[src/assert_macros.svh]
// Assertion helpers shared by the RTL.
`ifndef ASSERT_MACROS_SVH
`define ASSERT_MACROS_SVH

// expr must never hold outside reset
`define ASSERT_NEVER(lbl, clk, rst_n, expr) \
  lbl: assert property (@(posedge clk) disable iff (!rst_n) !(expr)) \
    else $error("never-condition hit");

// ante implies cons in the same cycle
`define ASSERT_IMPLIES(lbl, clk, rst_n, ante, cons) \
  lbl: assert property (@(posedge clk) disable iff (!rst_n) (ante) |-> (cons)) \
    else $error("implication failed");

`endif

[src/gn2_pkg.sv]
package gn2_pkg;

  // command codes on the input port
  localparam logic [1:0] CMD_PERM = 2'd0;
  localparam logic [1:0] CMD_GRAD = 2'd1;
  localparam logic [1:0] CMD_EVAL = 2'd2;

  typedef enum logic [1:0] {
    OP_PERM = 2'd0,
    OP_GRAD = 2'd1,
    OP_EVAL = 2'd2
  } op_t;

  localparam int CMD_W   = 2;
  localparam int IDX_W   = 7;
  localparam int PERM_W  = 7;
  localparam int GRAD_W  = 16;
  localparam int COORD_W = 24;
  localparam int NOISE_W = 16;
  localparam int W16_W   = 17;   // blend weight, 0..65536

  localparam int NOISE_MAX = 32767;
  localparam int NOISE_MIN = -32768;

  localparam int IQ_DEPTH = 4;
  localparam int IQ_PTR_W = 2;
  localparam int IQ_CNT_W = 3;

  localparam int OQ_DEPTH = 16;
  localparam int OQ_PTR_W = 4;
  localparam int OQ_CNT_W = 5;

  typedef struct packed {
    logic eval_issue;   // evaluate entered the pipeline
    logic load_issue;   // table write done this cycle
    logic rd_busy;      // table reads still pending in the pipe
  } back_stat_t;

endpackage

[src/gn2_outq.sv]
module gn2_outq (
  input  logic                               clk,
  input  logic                               rst_n,
  input  logic                               wr,
  input  logic signed [gn2_pkg::NOISE_W-1:0] wdata,
  output logic                               full,
  output logic                               empty,
  input  logic                               rd,
  output logic signed [gn2_pkg::NOISE_W-1:0] rdata
);

  logic signed [gn2_pkg::NOISE_W-1:0] q_r [gn2_pkg::OQ_DEPTH];
  logic [gn2_pkg::OQ_PTR_W-1:0]       wp_r, rp_r;
  logic [gn2_pkg::OQ_CNT_W-1:0]       cnt_r, cnt_nxt;
  logic                               do_rd;

  assign full  = (cnt_r == gn2_pkg::OQ_CNT_W'(gn2_pkg::OQ_DEPTH));
  assign empty = (cnt_r == '0);
  assign do_rd = rd && !empty;
  assign rdata = q_r[rp_r];
  assign cnt_nxt = cnt_r + gn2_pkg::OQ_CNT_W'(wr) - gn2_pkg::OQ_CNT_W'(do_rd);

  always_ff @(posedge clk) begin
    if (!rst_n) begin
      wp_r  <= '0;
      rp_r  <= '0;
      cnt_r <= '0;
    end else begin
      if (wr) begin
        wp_r <= wp_r + gn2_pkg::OQ_PTR_W'(1);
      end
      if (do_rd) begin
        rp_r <= rp_r + gn2_pkg::OQ_PTR_W'(1);
      end
      cnt_r <= cnt_nxt;
    end
  end

  always_ff @(posedge clk) begin
    if (wr) begin
      q_r[wp_r] <= wdata;
    end
  end

endmodule

[config.mk]
export PLATFORM = sky130hd
export DESIGN_NAME = gn2_outq
export DESIGN_NICKNAME = d
export VERILOG_FILES = /design/src/assert_macros.svh /design/src/gn2_pkg.sv /design/src/gn2_outq.sv
export SDC_FILE = /design/constraint.sdc
export NUM_CORES = 1
export LEC_CHECK = 0
export BUFFER_PORTS_ARGS = -buffer_cell sky130_fd_sc_hd__buf_2
export CAP_MARGIN = 40
export CELL_PAD_IN_SITES_DETAIL_PLACEMENT = 0
export CELL_PAD_IN_SITES_GLOBAL_PLACEMENT = 2
export CORE_MARGIN = 10
export CORE_UTILIZATION = 45
export CTS_CLUSTER_SIZE = 20
export DETAILED_ROUTE_END_ITERATION = 8
export HOLD_SLACK_MARGIN = 0.02
export PLACE_DENSITY = 0.81
export RECOVER_POWER = 25
export SETUP_SLACK_MARGIN = 0.02
export SLEW_MARGIN = 20
export SYNTH_ARGS = -nofsm -noshare
export SYNTH_HDL_FRONTEND = slang
export SYNTH_SLANG_ARGS = --single-unit
[constraint.sdc]
create_clock -name clk -period 4.1 [get_ports clk]
set_clock_uncertainty 0.2 [all_clocks]
set_input_delay 0 -clock clk [delete_from_list [all_inputs] [get_ports clk]]
set_output_delay 0 -clock clk [all_outputs]
set_load 0.01 [all_outputs]
## Word-level counts from Yosys, hierarchy flattened

Memories as Yosys holds them, arrays and structs flattened. A register that Yosys moved wholly into a read port is not among the register bits.
Cells that the tools add are included.

| word-level totals | value |
|---|---|
| bits in registers | 13 |
| RAM bits | 256 |
| output and inout port bits | 18 |
| logic and storage cells | 16 |
| memories | 1 |

Memory list:

| name | depth | width | rd ports | clocked after memory_dff | write ports | RTL line | source |
|---|---|---|---|---|---|---|---|
| q_r | 16 | 16 | 1 | 1 | 1 | gn2_outq.sv:12 | `logic signed [gn2_pkg::NOISE_W-1:0] q_r [gn2_pkg::OQ_DEPTH];` |

| operators by class | value |
|---|---|
| add/sub/neg operators | 4 |
| equality and inequality tests | 1 |
| muxes and demuxes | 4 |
| reductions and logical operators | 3 |

Operators with widths:

| kind | count |
|---|---|
| $add 4x1->4 const B | 2 |
| $mux 4 | 2 |
| $add 5x1->5 | 1 |
| $eq 5x5->1 const B | 1 |
| $logic_not 5->1 | 1 |
| $sub 5x1->5 | 1 |
| $mux 1 | 2 |
| $logic_and 1x1->1 | 1 |
| $logic_not 1->1 | 1 |

## Longest topological paths before layout

| depth | value |
|---|---|
| word-level depth | 5 |
| gate-level depth with buffers | 13 |
| mapped depth without buffers | 13 |

## Worst setup path after synthesis

No wires, ideal clock.

| path | value |
|---|---|
| path kind | register -> register |
| from | reg cnt_r[3] in the netlist's numbering |
| to | reg cnt_r[4] in the netlist's numbering |
| setup time | 0.116 ns |
| arrival | 2.719 ns |
| data required time | 3.784 ns |
| setup slack | 1.065 ns |
| cell stages (with the launch flop) | 14 |
| path buffers | 0 |
| period minus slack after synthesis | 3.035 ns |
| cell sequence | dfxtp_1 -> inv_1 -> ha_1 -> or4b_4 -> nand2_1 -> inv_1 -> ha_1 -> inv_1 -> ha_1 -> fa_1 -> a21oi_1 -> nor2_1 -> or3_1 -> and3_1 |

| on the way | value |
|---|---|
| word-level cells in the longest chain between the ends | 4 |

RTL lines:

| element | RTL line | source |
|---|---|---|
| start, declared | gn2_outq.sv:14 | `logic [gn2_pkg::OQ_CNT_W-1:0] cnt_r, cnt_nxt;` |
| start signal, assigned | gn2_outq.sv:35 | `cnt_r <= cnt_nxt;` |
| parallel branches: the longest is 3 deep, another holds $add 5x1->5 | n/a |  |
| $sub 5x1->5 (*) | gn2_outq.sv:21 | `assign cnt_nxt = cnt_r + gn2_pkg::OQ_CNT_W'(wr) - gn2_pkg::OQ_CNT_W'(do_rd);` |

Every way passes the cells marked *.
A chain may end at the register's enable or synchronous reset.

## Worst setup path after layout

Same ends and word-level chain as after synthesis.

==> impl_metrics.env <==
export IMPL_synth_seq_area_share_pct=76.1
export IMPL_critical_path_endpoint_type="flip-flop"
export IMPL_syn_num_nets=527
export IMPL_number_of_global_route_vias_before_repair=5296
export IMPL_maximum_number_of_pins_on_one_net_before_global_route_repair=37
export IMPL_timing_setup_critical_path_class="flip-flop to flip-flop"
export IMPL_net_total_in_the_final_layout=612
export IMPL_total_area_of_sequential_cells_um2=8030
export IMPL_placeableCoreArea_um2=22800
export IMPL_postCtsHoldBufs=20
export IMPL_drt_first_pass_iters=5
export IMPL_place_hpwl_um=13200
export IMPL_power_density_nw_per_um2=546
export IMPL_critical_path_arrival_ps=3440
export IMPL_htreeDepth=1
export IMPL_cellLeakagePower_nw=4.03
export IMPL_synth_top_cell_area_share_pct=72.8
export IMPL_drt_iter0_markers=426
export IMPL_post_synth_main_area_contributors="sky130_fd_sc_hd__edfxtp_1, sky130_fd_sc_hd__mux4_2, sky130_fd_sc_hd__dfxtp_1"
export IMPL_synth_edff_count=256
export IMPL_synth_largest_area_cell="sky130_fd_sc_hd__edfxtp_1"
export IMPL_finalCoreUtilization_pct=54.1
export IMPL_die_width_um=173
export IMPL_cts_clk_slew_worst_paths_ps=60
export IMPL_grt_first_pass_wirelength_um=32300
export IMPL_cell_types_with_the_highest_counts_after_synthesis="sky130_fd_sc_hd__edfxtp_1, sky130_fd_sc_hd__mux4_2, sky130_fd_sc_hd__a22oi_1, sky130_fd_sc_hd__and2_1, sky130_fd_sc_hd__nand2_1"
export IMPL_remaining_drcs=0
export IMPL_track_usage_pct=13.9
export IMPL_finalHoldViolCount=0
export IMPL_number_of_buffers_added_by_the_clock_tree_synthesis_step=27
export IMPL_buffer_ports_inserted=37
export IMPL_dominant_cell_by_count_in_the_synthesized_netlist="sky130_fd_sc_hd__edfxtp_1"
export IMPL_worst_setup_path_start_kind="flip-flop"
export IMPL_gp_congestion=0.682
export IMPL_clock_insertion_delay_worst_skew_ps=520
export IMPL_syn_cell_area_um2=10600
export IMPL_via_count=5027
export IMPL_dr_wl_cell_um=22.9
export IMPL_tightest_slew_ps=824
export IMPL_cp_max_fo=5
export IMPL_grt_antenna_before_repair=0
export IMPL_postCtsResizedCells=0
export IMPL_peakVddDrop_mv=0.330
export IMPL_rsz0062_at_grt="false"
export IMPL_global_route_overflow_total=0
export IMPL_final_layout_size_suffix_gt1_share_pct=23.6
export IMPL_max_frequency_ghz=0.311
export IMPL_report_power_total_mw=6.76
export IMPL_max_cap_violations=0
export IMPL_timing_max_slew_rel_slack_pct=45.1
export IMPL_synthesized_instance_count=495
export IMPL_fill_cells=1765
export IMPL_report_final_slew_viol_count=0
export IMPL_layout_worst_path_cycle_share_pct=78.5
export IMPL_ys_async_sr_fraction_pct=0
export IMPL_cts_tree="done"
export IMPL_cp_slowest_stage_delay_ps=490
export IMPL_dieHeight_um=173
export IMPL_ios=38
export IMPL_antenna_left=0
export IMPL_multi_input_area_um2=2360
export IMPL_num_antenna_cells=0
export IMPL_min_cycle_time_layout_ps=3220
export IMPL_timing_setup_tns_ps=0
export IMPL_timing_critical_path_required_ps=4320
export IMPL_finalSetupViolations=0
export IMPL_ys_dominant_reg_cell="sky130_fd_sc_hd__edfxtp_1"
export IMPL_postCtsSetupBuffers=0
export IMPL_synth_avg_cell_area_um2=21.3
export IMPL_postRouteWirelength_um=20900
export IMPL_area_growth_pct=17.2
export IMPL_vias_per_cell=5.50
export IMPL_crit_chain="inv_1, ha_1, or4b_4, nand2_1, inv_1, ha_1, inv_1, ha_1, fa_1, a21oi_1, nor2_1, or3_1, and3_1"
export IMPL_cts_root_buffer="sky130_fd_sc_hd__clkbuf_16"
export IMPL_crit_slowest_cell="sky130_fd_sc_hd__or4b_4"
export IMPL_class_of_the_tightest_hold_or_removal_check="input pin to flip-flop"
export IMPL_core_rowCount=55
export IMPL_yosys_warnings=0
export IMPL_synth_lib_cells_used_distinct=32
export IMPL_max_clock_path_buffers=3
export IMPL_die_area_um2=30000
export IMPL_initial_utilization_pct=46.2
export IMPL_ys_seq_elements=273
export IMPL_outcome="finished clean"
export IMPL_clkSinkCount=273
[kinds of logic after synthesis]
family | synth area share [%]
adder cells (fa/ha/maj) | 1.49
AND/OR/NAND/NOR | 3.46
buffers and inverters | 1.58
multiplexers | 14.1
AO/OA/AOI/OAI | 2.56
flip-flops | 76.1
XOR/XNOR | 0.747
[layout make-up]
| cell class | instances | share of cell area, % |
|---|---|---|
| flip-flops and latches | 273 | 64.9 |
| multi-input cells | 189 | 19.1 |
| clock buffers | 35 | 5.70 |
| repair buffers | 79 | 5.40 |
| well taps | 313 | 3.17 |
| clock inverters | 15 | 1.41 |
| inverters | 10 | 0.303 |
[sequential cells by signal, summed over array words and instances, names as in the netlist, named ones only]
name,count
wp_r,4
rp_r,4
q_r,256
cnt_r,5
[final timing paths]
check,cells past startpoint,endpoint,slack (ps),startpoint
worst max-delay path,13,cnt_r[4],880,cnt_r[3]
worst min-delay path,3,flip-flop,180,rst_n
worst max register to register,13,cnt_r[4],880,cnt_r[3]
worst min register to register,2,wp_r[1],370,wp_r[1]
[layer usage]
layer / vias up / wire [um] / global-route usage [%] / part of all wire, %
met1: 2642 / 8890 / 18.9 / 43
met2: 151 / 10400 / 22.6 / 50
met5: - / 0 / 0 / 0
li1: 2208 / - / - / -
met3: 26 / 1260 / 2.66 / 6.1
met4: 0 / 335 / 3.67 / 1.6
[through the flow]
step	setup WS (ps)	instance area (um2)	std cells	hold WS, ps
global route	643	12400	914	197
global placement	973	11100	829	137
CTS	856	12400	914	164
finish	883	12400	914	181
floorplan	1070	10600	495	-101
detailed placement	861	11300	844	139
[where the power goes]
| group | switching, mW | leakage (nW) | internal (mW) |
|---|---|---|---|
| clock network | 0.972 | 0.425 | 1.46 |
| registers | 0.124 | 2.45 | 3.12 |
| logic | 0.470 | 1.16 | 0.610 |
| total | 1.57 | 4.03 | 5.19 |
[worst max-delay path: cells and delay by family, from the launching register on]
kind	cells	cell delay (ps)
simple gates	5	1200
fa+ha+maj	4	1070
flops	1	320
buf+inv	3	180
compound gates	1	140
[cells in the final DEF, fill, tap and decap left out, drive strengths merged]
master,Yosys,layout
edfxtp,256,256
mux4,64,64
buf,9,49
clkbuf,14,45
a22oi,32,32
and2,28,28
nand2,20,20
dlygate4sd3,0,20
dfxtp,17,17
ha,11,11
inv,10,11
clkinv,0,9
xnor2,6,6
bufinv,0,4
nor2b,3,3
nor2,3,3
and3,3,3
xor2,3,3
nand3,3,3
a21oi,2,2
or4b,1,1
and3b,1,1
nor3b,1,1
and4,1,1
mux2i,1,1
a21boi,1,1
a21o,1,1
nand4,1,1
o21ai,1,1
or3,1,1
fa,1,1
clkinvlp,0,1
Power figures use the tool's default switching activity.
