**config.mk**
```make
export PLATFORM = sky130hd
export DESIGN_NAME = gn2_front
export DESIGN_NICKNAME = d
export VERILOG_FILES = /design/src/assert_macros.svh /design/src/gn2_pkg.sv /design/src/gn2_front.sv
export SDC_FILE = /design/constraint.sdc
export NUM_CORES = 1
export LEC_CHECK = 0
export BUFFER_PORTS_ARGS = -buffer_cell sky130_fd_sc_hd__buf_2
export CORE_ASPECT_RATIO = 0.75
export CORE_MARGIN = 2
export CORE_UTILIZATION = 40
export CTS_CLUSTER_DIAMETER = 30
export DETAILED_ROUTE_END_ITERATION = 6
export HOLD_SLACK_MARGIN = 0.12
export SLEW_MARGIN = 5
export SYNTH_ARGS = -nofsm -noshare
export SYNTH_HDL_FRONTEND = slang
export SYNTH_SLANG_ARGS = --single-unit
```
**constraint.sdc**
```tcl
create_clock -name clk -period 4.8 [get_ports clk]
set_clock_uncertainty 0.2 [all_clocks]
set_input_delay 0 -clock clk [delete_from_list [all_inputs] [get_ports clk]]
set_output_delay 0 -clock clk [all_outputs]
set_load 0.05 [all_outputs]
```
**src/assert_macros.svh**
```systemverilog
// Assertion helpers shared by the RTL.
`ifndef ASSERT_MACROS_SVH
`define ASSERT_MACROS_SVH

// expr must never hold outside reset
`define ASSERT_NEVER(lbl, clk, rst_n, expr) \
  lbl: assert property (@(posedge clk) disable iff (!rst_n) !(expr)) \
    else $error("never-condition hit");

// ante implies cons in the same cycle
`define ASSERT_IMPLIES(lbl, clk, rst_n, ante, cons) \
  lbl: assert property (@(posedge clk) disable iff (!rst_n) (ante) |-> (cons)) \
    else $error("implication failed");

`endif

```
**src/gn2_pkg.sv**
```systemverilog
package gn2_pkg;

  // command codes on the input port
  localparam logic [1:0] CMD_PERM = 2'd0;
  localparam logic [1:0] CMD_GRAD = 2'd1;
  localparam logic [1:0] CMD_EVAL = 2'd2;

  typedef enum logic [1:0] {
    OP_PERM = 2'd0,
    OP_GRAD = 2'd1,
    OP_EVAL = 2'd2
  } op_t;

  localparam int CMD_W   = 2;
  localparam int IDX_W   = 7;
  localparam int PERM_W  = 7;
  localparam int GRAD_W  = 16;
  localparam int COORD_W = 24;
  localparam int NOISE_W = 16;
  localparam int W16_W   = 17;   // blend weight, 0..65536

  localparam int NOISE_MAX = 32767;
  localparam int NOISE_MIN = -32768;

  localparam int IQ_DEPTH = 4;
  localparam int IQ_PTR_W = 2;
  localparam int IQ_CNT_W = 3;

  localparam int OQ_DEPTH = 16;
  localparam int OQ_PTR_W = 4;
  localparam int OQ_CNT_W = 5;

  typedef struct packed {
    logic eval_issue;   // evaluate entered the pipeline
    logic load_issue;   // table write done this cycle
    logic rd_busy;      // table reads still pending in the pipe
  } back_stat_t;

endpackage

```
**src/gn2_front.sv**
```systemverilog
module gn2_front #(
  parameter int IW = 7,
  parameter int FB = 8
) (
  input  logic                               clk,
  input  logic                               rst_n,
  input  logic                               push,
  output logic                               full,
  input  logic [gn2_pkg::CMD_W-1:0]          command,
  input  logic [gn2_pkg::IDX_W-1:0]          table_index,
  input  logic [gn2_pkg::PERM_W-1:0]         perm_value,
  input  logic signed [gn2_pkg::GRAD_W-1:0]  grad_x_value,
  input  logic signed [gn2_pkg::GRAD_W-1:0]  grad_y_value,
  input  logic signed [gn2_pkg::COORD_W-1:0] coord_x,
  input  logic signed [gn2_pkg::COORD_W-1:0] coord_y,
  output logic                               hd_vld,
  output gn2_pkg::op_t                       hd_op,
  output logic [IW-1:0]                      hd_idx,
  output logic [gn2_pkg::PERM_W-1:0]         hd_perm,
  output logic signed [gn2_pkg::GRAD_W-1:0]  hd_gx,
  output logic signed [gn2_pkg::GRAD_W-1:0]  hd_gy,
  output logic [FB-1:0]                      hd_tx,
  output logic [FB-1:0]                      hd_ty,
  output logic [IW-1:0]                      hd_cx0,
  output logic [IW-1:0]                      hd_cx1,
  output logic [IW-1:0]                      hd_cy0,
  output logic [IW-1:0]                      hd_cy1,
  input  logic                               hd_take
);

  localparam int XW = (IW > gn2_pkg::IDX_W) ? IW : gn2_pkg::IDX_W;
  localparam int EW = 2 + IW + gn2_pkg::PERM_W + 2 * gn2_pkg::GRAD_W + 2 * FB + 4 * IW;

  logic [EW-1:0]                   q_r [gn2_pkg::IQ_DEPTH];
  logic [gn2_pkg::IQ_PTR_W-1:0]    wp_r, wp_nxt, rp_r, rp_nxt;
  logic [gn2_pkg::IQ_CNT_W-1:0]    cnt_r, cnt_nxt;

  logic                            enq;
  gn2_pkg::op_t                    op;
  logic [XW-1:0]                   idx_ext;
  logic signed [gn2_pkg::COORD_W-1:0] cellx, celly;
  logic [IW-1:0]                   cx0, cy0;
  logic [EW-1:0]                   enq_word;
  logic [1:0]                      op_bits;

  // classify: command 3 is swallowed
  always_comb begin
    case (command)
      gn2_pkg::CMD_PERM: op = gn2_pkg::OP_PERM;
      gn2_pkg::CMD_GRAD: op = gn2_pkg::OP_GRAD;
      default:           op = gn2_pkg::OP_EVAL;
    endcase
  end

  assign full = (cnt_r == gn2_pkg::IQ_CNT_W'(gn2_pkg::IQ_DEPTH));
  assign enq  = push && !full &&
                (command inside {gn2_pkg::CMD_PERM, gn2_pkg::CMD_GRAD, gn2_pkg::CMD_EVAL});

  // floor and wrap of the cell are a shift and a mask
  assign idx_ext = XW'(table_index);
  assign cellx   = coord_x >>> FB;
  assign celly   = coord_y >>> FB;
  assign cx0     = cellx[IW-1:0];
  assign cy0     = celly[IW-1:0];

  assign enq_word = {op, idx_ext[IW-1:0], perm_value, grad_x_value, grad_y_value,
                     coord_x[FB-1:0], coord_y[FB-1:0],
                     cx0, cx0 + IW'(1), cy0, cy0 + IW'(1)};

  assign {op_bits, hd_idx, hd_perm, hd_gx, hd_gy, hd_tx, hd_ty,
          hd_cx0, hd_cx1, hd_cy0, hd_cy1} = q_r[rp_r];
  assign hd_op  = gn2_pkg::op_t'(op_bits);
  assign hd_vld = (cnt_r != '0);

  always_comb begin
    wp_nxt  = enq ? wp_r + gn2_pkg::IQ_PTR_W'(1) : wp_r;
    rp_nxt  = hd_take ? rp_r + gn2_pkg::IQ_PTR_W'(1) : rp_r;
    cnt_nxt = cnt_r + gn2_pkg::IQ_CNT_W'(enq) - gn2_pkg::IQ_CNT_W'(hd_take);
  end

  always_ff @(posedge clk) begin
    if (!rst_n) begin
      wp_r  <= '0;
      rp_r  <= '0;
      cnt_r <= '0;
    end else begin
      wp_r  <= wp_nxt;
      rp_r  <= rp_nxt;
      cnt_r <= cnt_nxt;
    end
  end

  always_ff @(posedge clk) begin
    if (enq) begin
      q_r[wp_r] <= enq_word;
    end
  end

endmodule

```
Word level (Yosys, flattened, before mapping)
Memories as Yosys holds them, arrays and structs flattened. A register that Yosys moved wholly into a read port is not among the register bits.
Cells that the tools add are included.
{"block": "op_classes", "addsub": 6, "n_eq_ne": 3, "mux": 5, "n_reduce_logical": 6}
{"cell": "$add 7x1->7 const B", "n": 2}
{"cell": "$reduce_bool 3->1", "n": 2}
{"cell": "$add 2x1->2 const B", "n": 2}
{"cell": "$mux 2", "n": 2}
{"cell": "$pmux 2 s2", "n": 1}
{"cell": "$add 3x1->3", "n": 1}
{"cell": "$eq 3x3->1 const B", "n": 1}
{"cell": "$sub 3x1->3", "n": 1}
{"cell": "$eq 2x1->1 const B", "n": 1}
{"cell": "$eq 2x2->1 const B", "n": 1}
{"cell": "$logic_and 1x1->1", "n": 2}
{"cell": "$logic_not 2->1", "n": 1}
{"cell": "$mux 1", "n": 2}
{"cell": "$logic_not 1->1", "n": 1}
{"block": "totals", "ff_bits": 7, "ramBits": 368, "in_bits": 100, "out_inout_bits": 94, "elab_cells": 24, "memories": 1}
{"memory": "q_r", "words": 4, "width": 92, "read_ports": 1, "rd_clocked_by_memory_dff": 1, "wr": 1, "line": "gn2_front.sv:34", "rtl": "logic [EW-1:0] q_r [gn2_pkg::IQ_DEPTH];"}

Logic depth before layout (Yosys ltp)
Gate-level depths: netlist (run 1).
{"block": "depth", "depth_word": 6, "depth_mapped": 9, "ltp_nobuf": 9}

Least setup slack after synthesis (run 1)
Ideal clock, no wire load.
{"block": "synth_timing", "kind": "register to register", "start": "reg cnt_r[2] in the netlist's numbering", "end": "mem q_r[0][0] in the netlist's numbering (enable)", "setup_ps": 670, "arrival_ps": 3008, "t_required_ps": 3930, "slack_ps": 923, "path_stages_with_launch": 4, "n_path_buf": 0, "synth_period_minus_slack_ps": 3877, "cell_sequence": "dfxtp_1 -> nor3b_1 -> a211oi_2 -> and2_1"}
{"block": "synth_via", "elab_chain_len": 6}
{"item": "from (decl)", "line": "gn2_front.sv:36", "rtl": "logic [gn2_pkg::IQ_CNT_W-1:0] cnt_r, cnt_nxt;"}
{"item": "from (signal assigned)", "line": "gn2_front.sv:89", "rtl": "cnt_r <= cnt_nxt;"}
{"item": "$eq 3x3->1", "line": "gn2_front.sv:55", "rtl": "assign full = (cnt_r == gn2_pkg::IQ_CNT_W'(gn2_pkg::IQ_DEPTH));"}
{"item": "via full", "line": "gn2_front.sv:8", "rtl": "output logic full,"}
{"item": "$logic_not 1->1", "line": "gn2_front.sv:56", "rtl": "assign enq = push && !full &&"}
{"item": "$logic_and 1x1->1 (2 in a row)", "line": "gn2_front.sv:56"}
{"item": "$mux 1", "line": "gn2_front.sv:94", "rtl": "if (enq) begin"}
{"item": "$mux 1 (implied by the code)", "line": "gn2_front.sv:95", "rtl": "q_r[wp_r] <= enq_word;"}
{"item": "to (decl)", "line": "gn2_front.sv:34"}
The timed path passes the listed nets, and every way through them passes these cells.

Final worst setup path (run 1)
{"block": "layout_timing", "start": "in command[1] in the netlist's numbering", "end": "reg cnt_r[1] in the netlist's numbering"}
{"block": "layout_via", "elab_chain_len": 5, "word_cells_on_any_way": 7, "cone_classes": "2 x add/sub; 2 x eq/ne; 3 x reduce/logical"}
{"item": "from (decl)", "line": "gn2_front.sv:9", "rtl": "input logic [gn2_pkg::CMD_W-1:0] command,"}
{"item": "$eq 2x1->1 (tied with other cells)", "line": "gn2_front.sv:57", "rtl": "(command inside {gn2_pkg::CMD_PERM, gn2_pkg::CMD_GRAD, gn2_pkg::CMD_EVAL});"}
{"item": "$reduce_bool 3->1 *", "line": "gn2_front.sv:57"}
{"item": "$logic_and 1x1->1 *", "line": "gn2_front.sv:56"}
{"item": "$add 3x1->3 *", "line": "gn2_front.sv:78", "rtl": "cnt_nxt = cnt_r + gn2_pkg::IQ_CNT_W'(enq) - gn2_pkg::IQ_CNT_W'(hd_take);"}
{"item": "$sub 3x1->3 *", "line": "gn2_front.sv:78"}
{"item": "via cnt_nxt, one bit", "line": "gn2_front.sv:36"}
Mark *: on every way through the listed nets, which the timed path passes. The rest lies on a longest branch.
A chain may end at the register's enable or synchronous reset.

==> Implementation_results.wiki, run 1 <==
{| class="wikitable"
! Metric !! Value
|-
| Setup total negative slack || 0 ps
|-
| Static leakage power || 6.62 nW
|-
| Number of enable flip-flop cells after synthesis || 368
|-
| Ratio of routed vias to standard cells || 4.86
|-
| Wire per inst || 19.3 um
|-
| Sink of the worst hold path || q_r[0][0]
|-
| Library cell with the highest instance count after synthesis || edfxtp_1
|-
| Cell area after placement || 15,400 sq um
|-
| Core Footprint || 34,500 sq um
|-
| CTS Buf Count || 60
|-
| IO Pins || 194
|-
| Met1 wire length || 11,600 um
|-
| Relative slew margins || 0.392
|-
| Reg2Reg Launch Point || cnt_r[2]
|-
| Count of instances resized after the clock tree is built || 0
|-
| WP data arrival || 3920 ps
|-
| Cell depth of the worst flop-to-flop path || 10
|-
| Top layer used by detailed routing || met4
|-
| Half-perimeter wire length after detailed placement || 15,400 um
|-
| Initial DRC Count || 475
|-
| Launch instance of the worst min-delay path || coord_y[8]
|-
| Worst Hold Class || input port to register
|-
| Kind of start point of the critical path || input port
|-
| Buffer cell driving the clock tree root || clkbuf_16
|-
| Worst slack at placement || 2160 ps
|-
| Post-synth top area share || 0.793
|-
| Crit Path Class || input port to register
|-
| Max FO, Critical Path || 7
|-
| Total non-filler cell area in the finished layout || 19,100 sq um
|-
| Unrepaired setup endpoints after global routing || no
|-
| Total Die Area || 36,400 sq um
|-
| Final period utilization || 0.763
|-
| Post-CTS setup-driven buffer insertion count || 0
|-
| Cell type with the largest total area after synthesis || edfxtp_1
|-
| Minimum period implied by the final worst setup slack || 3660 ps
|-
| Number of port buffers || 175
|-
| Residual antenna-violating net count after detailed routing || 0
|-
| Global route overflow || 0
|-
| Number of instances in the synthesized netlist || 556
|-
| Slew of the pin with the lowest slew margin || 912 ps
|-
| DRC || 0
|-
| Number of antenna violations at the first check in global routing || 1
|-
| Pre-Repair DR Iteration Count || 6
|-
| Multi-input combinational cell area || 2520 sq um
|-
| Overall die width || 220 um
|-
| Synthesized area per cell || 25.1 sq um
|-
| Sum of met3 wire segment lengths after detailed routing || 1970 um
|-
| Reg area || 11,200 sq um
|-
| CTS hold repair buffers || 164
|-
| Run status || completed
|-
| Cell variety after synth || 21
|-
| Post-synthesis sequential area ratio || 0.806
|-
| Main synth FF type || edfxtp_1
|-
| Die boundary height || 166 um
|-
| Total power density per cell area || 513 nW/um^2
|-
| Combined area of all synthesized cells || 13,900 sq um
|-
| Routed wire length || 28,000 um
|-
| Slew Limit Fails || 0
|-
| Wire length of the first global-routing pass || 43,900 um
|-
| Hold Path Stages || 3
|-
| Vias in the first global route || 7,977
|-
| Post-synthesis async set-or-reset flop share || 0
|-
| Maximum number of buffers from clock root to sink || 3
|-
| Kind of end point of the critical path || register
|-
| Pin count of the biggest net entering global routing || 56
|-
| Worst flop-to-flop path endpoint || cnt_r[1]
|-
| Largest vdd supply drop || 358 uV
|-
| Number of vias in the routed layout || 7,055
|-
| Top cell types by occurrence after synthesis || edfxtp_1 (368), mux4_2 (92), and2_1 (10)
|-
| Starting utilization of the core area || 0.404
|-
| Total track usage || 0.158
|-
| Flop-to-flop setup slack || 1380 ps
|-
| WP data required || 5060 ps
|-
| Layout net count || 1,051
|-
| Max-capacitance violation count || 0
|-
| Hold Violations, Final || 0
|-
| Timing-limited maximum frequency || 0.273 GHz
|-
| Synth Warn # || 0
|-
| Placer's final routability congestion estimate || 0.759
|-
| Final WS setup || 1140 ps
|-
| Clock-pin slew on the worst setup and hold paths || 60 ps
|-
| Total Power || 0.00981 W
|-
| Clock tree from TritonCTS || done
|-
| Filler cells || 2,574
|-
| Clock insertion delay at the later pin of the skew report || 580 ps
|-
| Met2 Wirelength || 14,000 um
|-
| Clock net sink count || 377
|-
| Leading post-synthesis cells by cell area || edfxtp_1 (79%), mux4_2 (15%), dfxtp_1 (1.3%), buf_6 (0.73%), ha_1 (0.72%)
|-
| Fraction of layout cells with a size suffix above 1 || 0.392
|-
| Area growth, synth to finish || 37.2%
|-
| Flip-flop and latch count after synthesis || 377
|-
| # rows || 59
|-
| Number of H-tree levels || 2
|-
| Synthesized netlist net count || 665
|-
| Final setup violation count || 0
|}
-- cell usage in the layout, fill, tap and decap left out, drive strengths merged --
cell         instances
ha                   8
or3                  1
and3                 2
buf                182
dfxtp                9
nor2b                1
xnor2                8
inv                 29
clkinv              16
diode                1
nand3                6
fa                   1
xor2                 6
clkbuf              62
nor2                 2
a211oi               1
and2                10
mux4                92
bufinv               8
edfxtp             368
mux2i                2
nand2                7
clkinvlp             7
dlygate4sd3        164
nor3b                1
-- kinds of logic after synthesis --
kind of cell,after synthesis,share of synthesized area
XOR/XNOR,14,0.00880
AO/OA/AOI/OAI,1,0.000898
AND/OR/NAND/NOR,30,0.0114
multiplexers,94,0.150
flip-flops,377,0.806
buffers and inverters,31,0.0140
adder cells (fa/ha/maj),9,0.00862
-- stage by stage --
step                      hold WS, ps  std cells   util
after global placement           9.35       1173  0.445
final                             156       1451  0.555
after floorplan                  -101        556      -
after detailed placement         19.3       1173  0.445
after global routing              161       1451  0.555
after CTS                         129       1450  0.554
-- report_power, final --
group          switching, W  internal [W]
registers         0.0000859       0.00387
logic              0.000968      0.000484
clock network       0.00161       0.00279
-- worst max-delay path, stage by stage --
cell and delay, ps:
dlygate4sd3_1 540, dlygate4sd3_1 560, buf_2 140, a211oi_2 190, dlygate4sd3_1 750, inv_1 80
ha_1 270, inv_1 40, ha_1 190, fa_1 440, and2_1 170, dlygate4sd3_1 550
-- per-layer routing --
layer / track usage / vias up
met5: 0 / -
met4: 0.0423 / 0
met3: 0.0461 / 38
met2: 0.270 / 210
met1: 0.196 / 3642
li1: - / 3165
-- cell type report --
type,instances,area share
Sequential cell,377,0.588
Timing Repair Buffer,346,0.138
Multi-Input combinational cell,148,0.132
Clock buffer,62,0.0789
Clock inverter,51,0.0321
Tap cell,457,0.0299
Inverter,9,0.00177
Antenna cell,1,0.000131
-- flip-flops by register name (all words and copies together), names as in the netlist, named ones only --
signal / flops
q_r: 368
rp_r: 2
cnt_r: 3
wp_r: 2
-- how the worst max path moves through the flow --
stage               start   endpoint  slack [ps]  cells after the start
4_1_cts        command[1]   cnt_r[1]        1210                     12
2_1_floorplan    cnt_r[2]  q_r[0][0]         920                      3
3_3_place_gp     cnt_r[2]  q_r[0][1]        2230                      4
5_1_grt        command[1]   cnt_r[1]        1050                     12
6_report       command[1]   cnt_r[1]        1140                     12
3_5_place_dp     cnt_r[2]  q_r[0][3]        2160                      4
No activity file was read; power rests on OpenSTA's default activity.
==> run 2, diff against run 1 <==
clock period = 3.74 ns   (was 4.8 ns; I/O delays follow)
==> run 2 against run 1 <==
Sequential power up 28%. Final cell count up 0.76%. Cell area up 1.0%. Worst hold slack worse by 4.1 ps. Routed wire length up 3.9%. Power up 32%. Critical path type unchanged. Largest cell class unchanged. Largest power group unchanged.
==> Implementation_results.wiki, run 2 (synthesis results as in run 1) <==
{| class="wikitable"
! Metric !! Value
|-
| Slew Limit Fails || 0
|-
| Clock net sink count || 377
|-
| Cell depth of the worst flop-to-flop path || 5
|-
| Cell area after placement || 15,400 sq um
|-
| WP data arrival || 3140 ps
|-
| Post-CTS setup-driven buffer insertion count || 0
|-
| Clock insertion delay at the later pin of the skew report || 560 ps
|-
| Static leakage power || 6.73 nW
|-
| Worst flop-to-flop path endpoint || q_r[0][68]
|-
| Residual antenna-violating net count after detailed routing || 0
|-
| Global route overflow || 0
|-
| Maximum number of buffers from clock root to sink || 3
|-
| Number of H-tree levels || 3
|-
| Unrepaired setup endpoints after global routing || no
|-
| Origin of the worst setup path || command[1]
|-
| # rows || 59
|-
| Max-capacitance violation count || 0
|-
| Total non-filler cell area in the finished layout || 19,300 sq um
|-
| Highest-count cells in the layout ignoring fill and taps || edfxtp_1 (368), buf_2 (175), dlygate4sd3_1 (162), mux4_2 (92), clkbuf_16 (66)
|-
| Clock tree from TritonCTS || done
|-
| Most common library cell in the layout ignoring fill and taps || edfxtp_1
|-
| Number of port buffers || 175
|-
| Hold Violations, Final || 0
|-
| Routed wire length || 29,100 um
|-
| CTS hold repair buffers || 162
|-
| Layout net count || 1,061
|-
| Total track usage || 0.164
|-
| Number of flip-flops in the largest register || 368
|-
| Starting utilization of the core area || 0.404
|-
| WP data required || 3760 ps
|-
| Reg with most FFs || q_r
|-
| Area growth, synth to finish || 38.6%
|-
| Final period utilization || 0.835
|-
| Fraction of layout cells with a size suffix above 1 || 0.396
|-
| Wire per inst || 19.9 um
|-
| Vias in the first global route || 8,055
|-
| Setup total negative slack || 0 ps
|-
| Total Power || 0.0130 W
|-
| DRC || 0
|-
| Overall die width || 220 um
|-
| Initial DRC Count || 445
|-
| Worst Hold Class || input port to register
|-
| Biggest regs || q_r x368, cnt_r x3
|-
| Max FO, Critical Path || 32
|-
| Timing-limited maximum frequency || 0.320 GHz
|-
| Pre-Repair DR Iteration Count || 4
|-
| Crit Path Class || input port to register
|-
| Buffer cell driving the clock tree root || clkbuf_16
|-
| Half-perimeter wire length after detailed placement || 16,100 um
|-
| Placer's final routability congestion estimate || 0.727
|-
| Total power density per cell area || 672 nW/um^2
|-
| Reg2Reg Launch Point || cnt_r[2]
|-
| Run status || completed
|-
| Clock-pin slew on the worst setup and hold paths || 50 ps
|-
| Ratio of routed vias to standard cells || 4.89
|-
| Die boundary height || 166 um
|-
| Relative slew margins || 0.452
|-
| Pin count of the biggest net entering global routing || 52
|-
| Capture point of the critical path || q_r[0][68]
|-
| Wire length of the first global-routing pass || 44,800 um
|-
| Filler cells || 2,591
|-
| Total Die Area || 36,400 sq um
|-
| Final setup violation count || 0
|-
| Number of antenna violations at the first check in global routing || 2
|-
| IO Pins || 194
|-
| Largest vdd supply drop || 485 uV
|-
| Hold slack final || 152 ps
|-
| Flop-to-flop setup slack || 860 ps
|-
| Count of instances resized after the clock tree is built || 0
|-
| Kind of start point of the critical path || input port
|-
| Number of vias in the routed layout || 7,146
|-
| CTS Buf Count || 66
|-
| Kind of end point of the critical path || register
|-
| Minimum period implied by the final worst setup slack || 3120 ps
|-
| Slew of the pin with the lowest slew margin || 821 ps
|-
| Core Footprint || 34,500 sq um
|}
[run 2: cell count changes in the layout (fill, tap and decap cells not counted), sizes merged]
| cell | before | now |
|---|---|---|
| bufinv | 8 | 9 |
| inv | 29 | 20 |
| buf | 182 | 188 |
| clkinv | 16 | 18 |
| dlygate4sd3 | 164 | 162 |
| diode | 1 | 2 |
| clkbuf | 62 | 74 |
[run 2: through the flow]
step                      worst slack [ps]  instances  utilization
after global routing                   475       1462        0.560
after detailed placement              1230       1179        0.447
after floorplan                        959        556            -
final                                  618       1462        0.560
after global placement                1230       1179        0.447
after CTS                              596       1460        0.560
[run 2: routing by layer]
layer	part of all wire	track usage	vias up	routed length, um
met1	0.41	0.201	3723	12000
met3	0.061	0.0472	49	1770
met5	0	0	-	0
met4	0.021	0.0532	0	596
met2	0.51	0.280	188	14700
li1	-	-	3186	-
[run 2: area by class of cell]
class | count | area, sq um | share of cell area
flip-flops and latches | 377 | 11200 | 0.582
repair buffers | 350 | 2670 | 0.138
multi-input cells | 148 | 2520 | 0.131
clock buffers | 74 | 1690 | 0.0876
clock inverters | 45 | 584 | 0.0303
well taps | 457 | 572 | 0.0296
inverters | 9 | 33.8 | 0.00175
diodes | 2 | 5.00 | 0.000259
[run 2: report_power, final]
part / switching, W / leakage [nW] / internal [W]
Clock: 0.00207 / 1.10 / 0.00395
Sequential: 0.000111 / 3.43 / 0.00497
Combinational: 0.00125 / 2.20 / 0.000629
Total: 0.00343 / 6.73 / 0.00955
[run 2: how the worst min path moves through the flow]
stage	from	endpoint	cells after the start	slack (ps)
global route	coord_y[14]	q_r[3][6]	3	170
detailed placement	grad_y_value[6]	q_r[2][50]	1	20
floorplan	coord_y[11]	q_r[0][10]	0	-100
CTS	coord_x[8]	q_r[1][14]	3	130
finish	coord_x[8]	q_r[1][14]	3	150
global placement	grad_x_value[9]	q_r[3][69]	1	10
[run 2: critical path, stage by stage]
cell and delay, ps:
dlygate4sd3_1 520, dlygate4sd3_1 550, buf_2 140, a211oi_2 220, dlygate4sd3_1 720, and2_4 540, buf_4 420
==> run 3, diff against run 2 <==
clock period = 2.8 ns   (was 3.74 ns; I/O delays follow)
==> run 3 against run 2 <==
Non-clock buffer count stayed put. Routed wire length shrank 2.7%. Flip-flop and latch count stayed put. Combinational power is 37% higher. Final cell count decreased by 0.14%. Count of clock-buffer cells in the layout fell by 1. Largest power group unchanged.
==> Implementation_results.wiki, run 3 (synthesis results as in run 1) <==
{| class="wikitable"
! Metric !! Value
|-
| Run status || completed
|-
| Residual antenna-violating net count after detailed routing || 0
|-
| Total power density per cell area || 873 nW/um^2
|-
| Slew of the pin with the lowest slew margin || 357 ps
|-
| Biggest regs || q_r x368, cnt_r x3
|-
| Busiest layer in global routing || met2
|-
| Number of antenna violations at the first check in global routing || 1
|-
| Routed wire length || 28,300 um
|-
| Static leakage power || 6.68 nW
|-
| Filler cells || 2,599
|-
| Number of vias in the routed layout || 7,081
|-
| Core Footprint || 34,500 sq um
|-
| Number of H-tree levels || 3
|-
| Maximum number of buffers from clock root to sink || 3
|-
| Reg with most FFs || q_r
|-
| GRT met3 Usage || 0.0485
|-
| WP data required || 2600 ps
|-
| Post-CTS setup-driven buffer insertion count || 0
|-
| Pin count of the biggest net entering global routing || 52
|-
| Half-perimeter wire length after detailed placement || 15,500 um
|-
| Number of port buffers || 175
|-
| Kind of start point of the critical path || register
|-
| Final period utilization || 0.839
|-
| CTS Buf Count || 66
|-
| Placer's final routability congestion estimate || 0.714
|-
| Hold slack final || 164 ps
|-
| Crit Path Class || register to output port
|-
| Met1 usage in global routing || 0.190
|-
| Fraction of layout cells with a size suffix above 1 || 0.389
|-
| Timing-limited maximum frequency || 0.426 GHz
|-
| Multi-input combinational cell area || 2520 sq um
|-
| Reg area || 11,200 sq um
|-
| Setup total negative slack || 0 ps
|-
| IO Pins || 194
|-
| Final setup violation count || 0
|-
| Kind of end point of the critical path || output port
|-
| Layout net count || 1,061
|-
| Vias in the first global route || 7,913
|-
| Clock insertion delay at the later pin of the skew report || 540 ps
|-
| WP data arrival || 2150 ps
|-
| Area growth, synth to finish || 38.2%
|-
| Routing usage on met2 || 0.273
|-
| Max-capacitance violation count || 0
|-
| Most common library cell in the layout ignoring fill and taps || edfxtp_1
|-
| Max FO, Critical Path || 40
|-
| # rows || 59
|-
| Worst Hold Class || input port to register
|-
| Relative slew margins || 0.761
|-
| Highest-count cells in the layout ignoring fill and taps || edfxtp_1 (368), buf_2 (175), dlygate4sd3_1 (161), mux4_2 (92), clkbuf_16 (67)
|-
| Clock net sink count || 377
|-
| Slew Limit Fails || 0
|-
| Global route overflow || 0
|-
| Initial DRC Count || 448
|-
| Unrepaired setup endpoints after global routing || no
|-
| Wire per inst || 19.4 um
|-
| Clock tree from TritonCTS || done
|-
| DRC || 0
|-
| Starting utilization of the core area || 0.404
|-
| Total Die Area || 36,400 sq um
|-
| Buffer cell driving the clock tree root || clkbuf_16
|-
| Total track usage || 0.159
|-
| Largest vdd supply drop || 529 uV
|-
| Overall die width || 220 um
|-
| Number of flip-flops in the largest register || 368
|-
| Minimum period implied by the final worst setup slack || 2350 ps
|-
| Pre-Repair DR Iteration Count || 5
|-
| Die boundary height || 166 um
|-
| Clock-pin slew on the worst setup and hold paths || 50 ps
|-
| Ratio of routed vias to standard cells || 4.85
|-
| Hold Violations, Final || 0
|-
| Wire length of the first global-routing pass || 43,900 um
|}
run 3: repair_timing:
action	in CTS	in global routing
setup endpoints to repair	0	1
endpoints found under the hold margin	377	3
resized for setup	0	0
hold buffers	161	1
run 3: final cells by class:
cell class,count,share of cell area
diodes,1,0.000130
repair buffers,350,0.143
multi-input cells,148,0.131
well taps,457,0.0297
flip-flops and latches,377,0.583
clock buffers,73,0.0882
clock inverters,45,0.0228
inverters,9,0.00175
run 3: metal layers:
layer | wire (um) | share of wire
met5 | 0 | 0
met4 | 582 | 0.021
met3 | 1980 | 0.070
met2 | 14300 | 0.51
met1 | 11400 | 0.40
run 3: final timing paths:
path         cells after the start        from    endpoint  slack [ps]
max reg2reg                      9    cnt_r[2]    cnt_r[2]         580
min                              3  coord_x[8]  q_r[3][14]         160
max                              3    register    hd_ty[5]         450
min reg2reg                      2     wp_r[0]     wp_r[0]         310
run 3: through the flow:
step                      total power, W  cell area [sq um]  std cells  utilization  setup slack, ps
after floorplan                  0.00861              13900        556            -             18.7
after global placement           0.00921              15500       1180        0.450              601
after detailed placement         0.00928              15500       1180        0.450              600
after CTS                         0.0171              19300       1459        0.559             77.3
after global routing              0.0174              19300       1460        0.559              340
final                             0.0168              19300       1460        0.559              451
run 3: critical path: stages, from the launching register on:
cell and delay [ps]:
dfxtp_4 420, buf_12 330, mux4_2 590, buf_2 230
run 3: report_power, final:
group          switching, W  internal (W)  total (W)
Sequential        0.0000982       0.00664    0.00674
Combinational       0.00171      0.000863    0.00258
Clock               0.00270       0.00481    0.00751
Total               0.00451        0.0123     0.0168
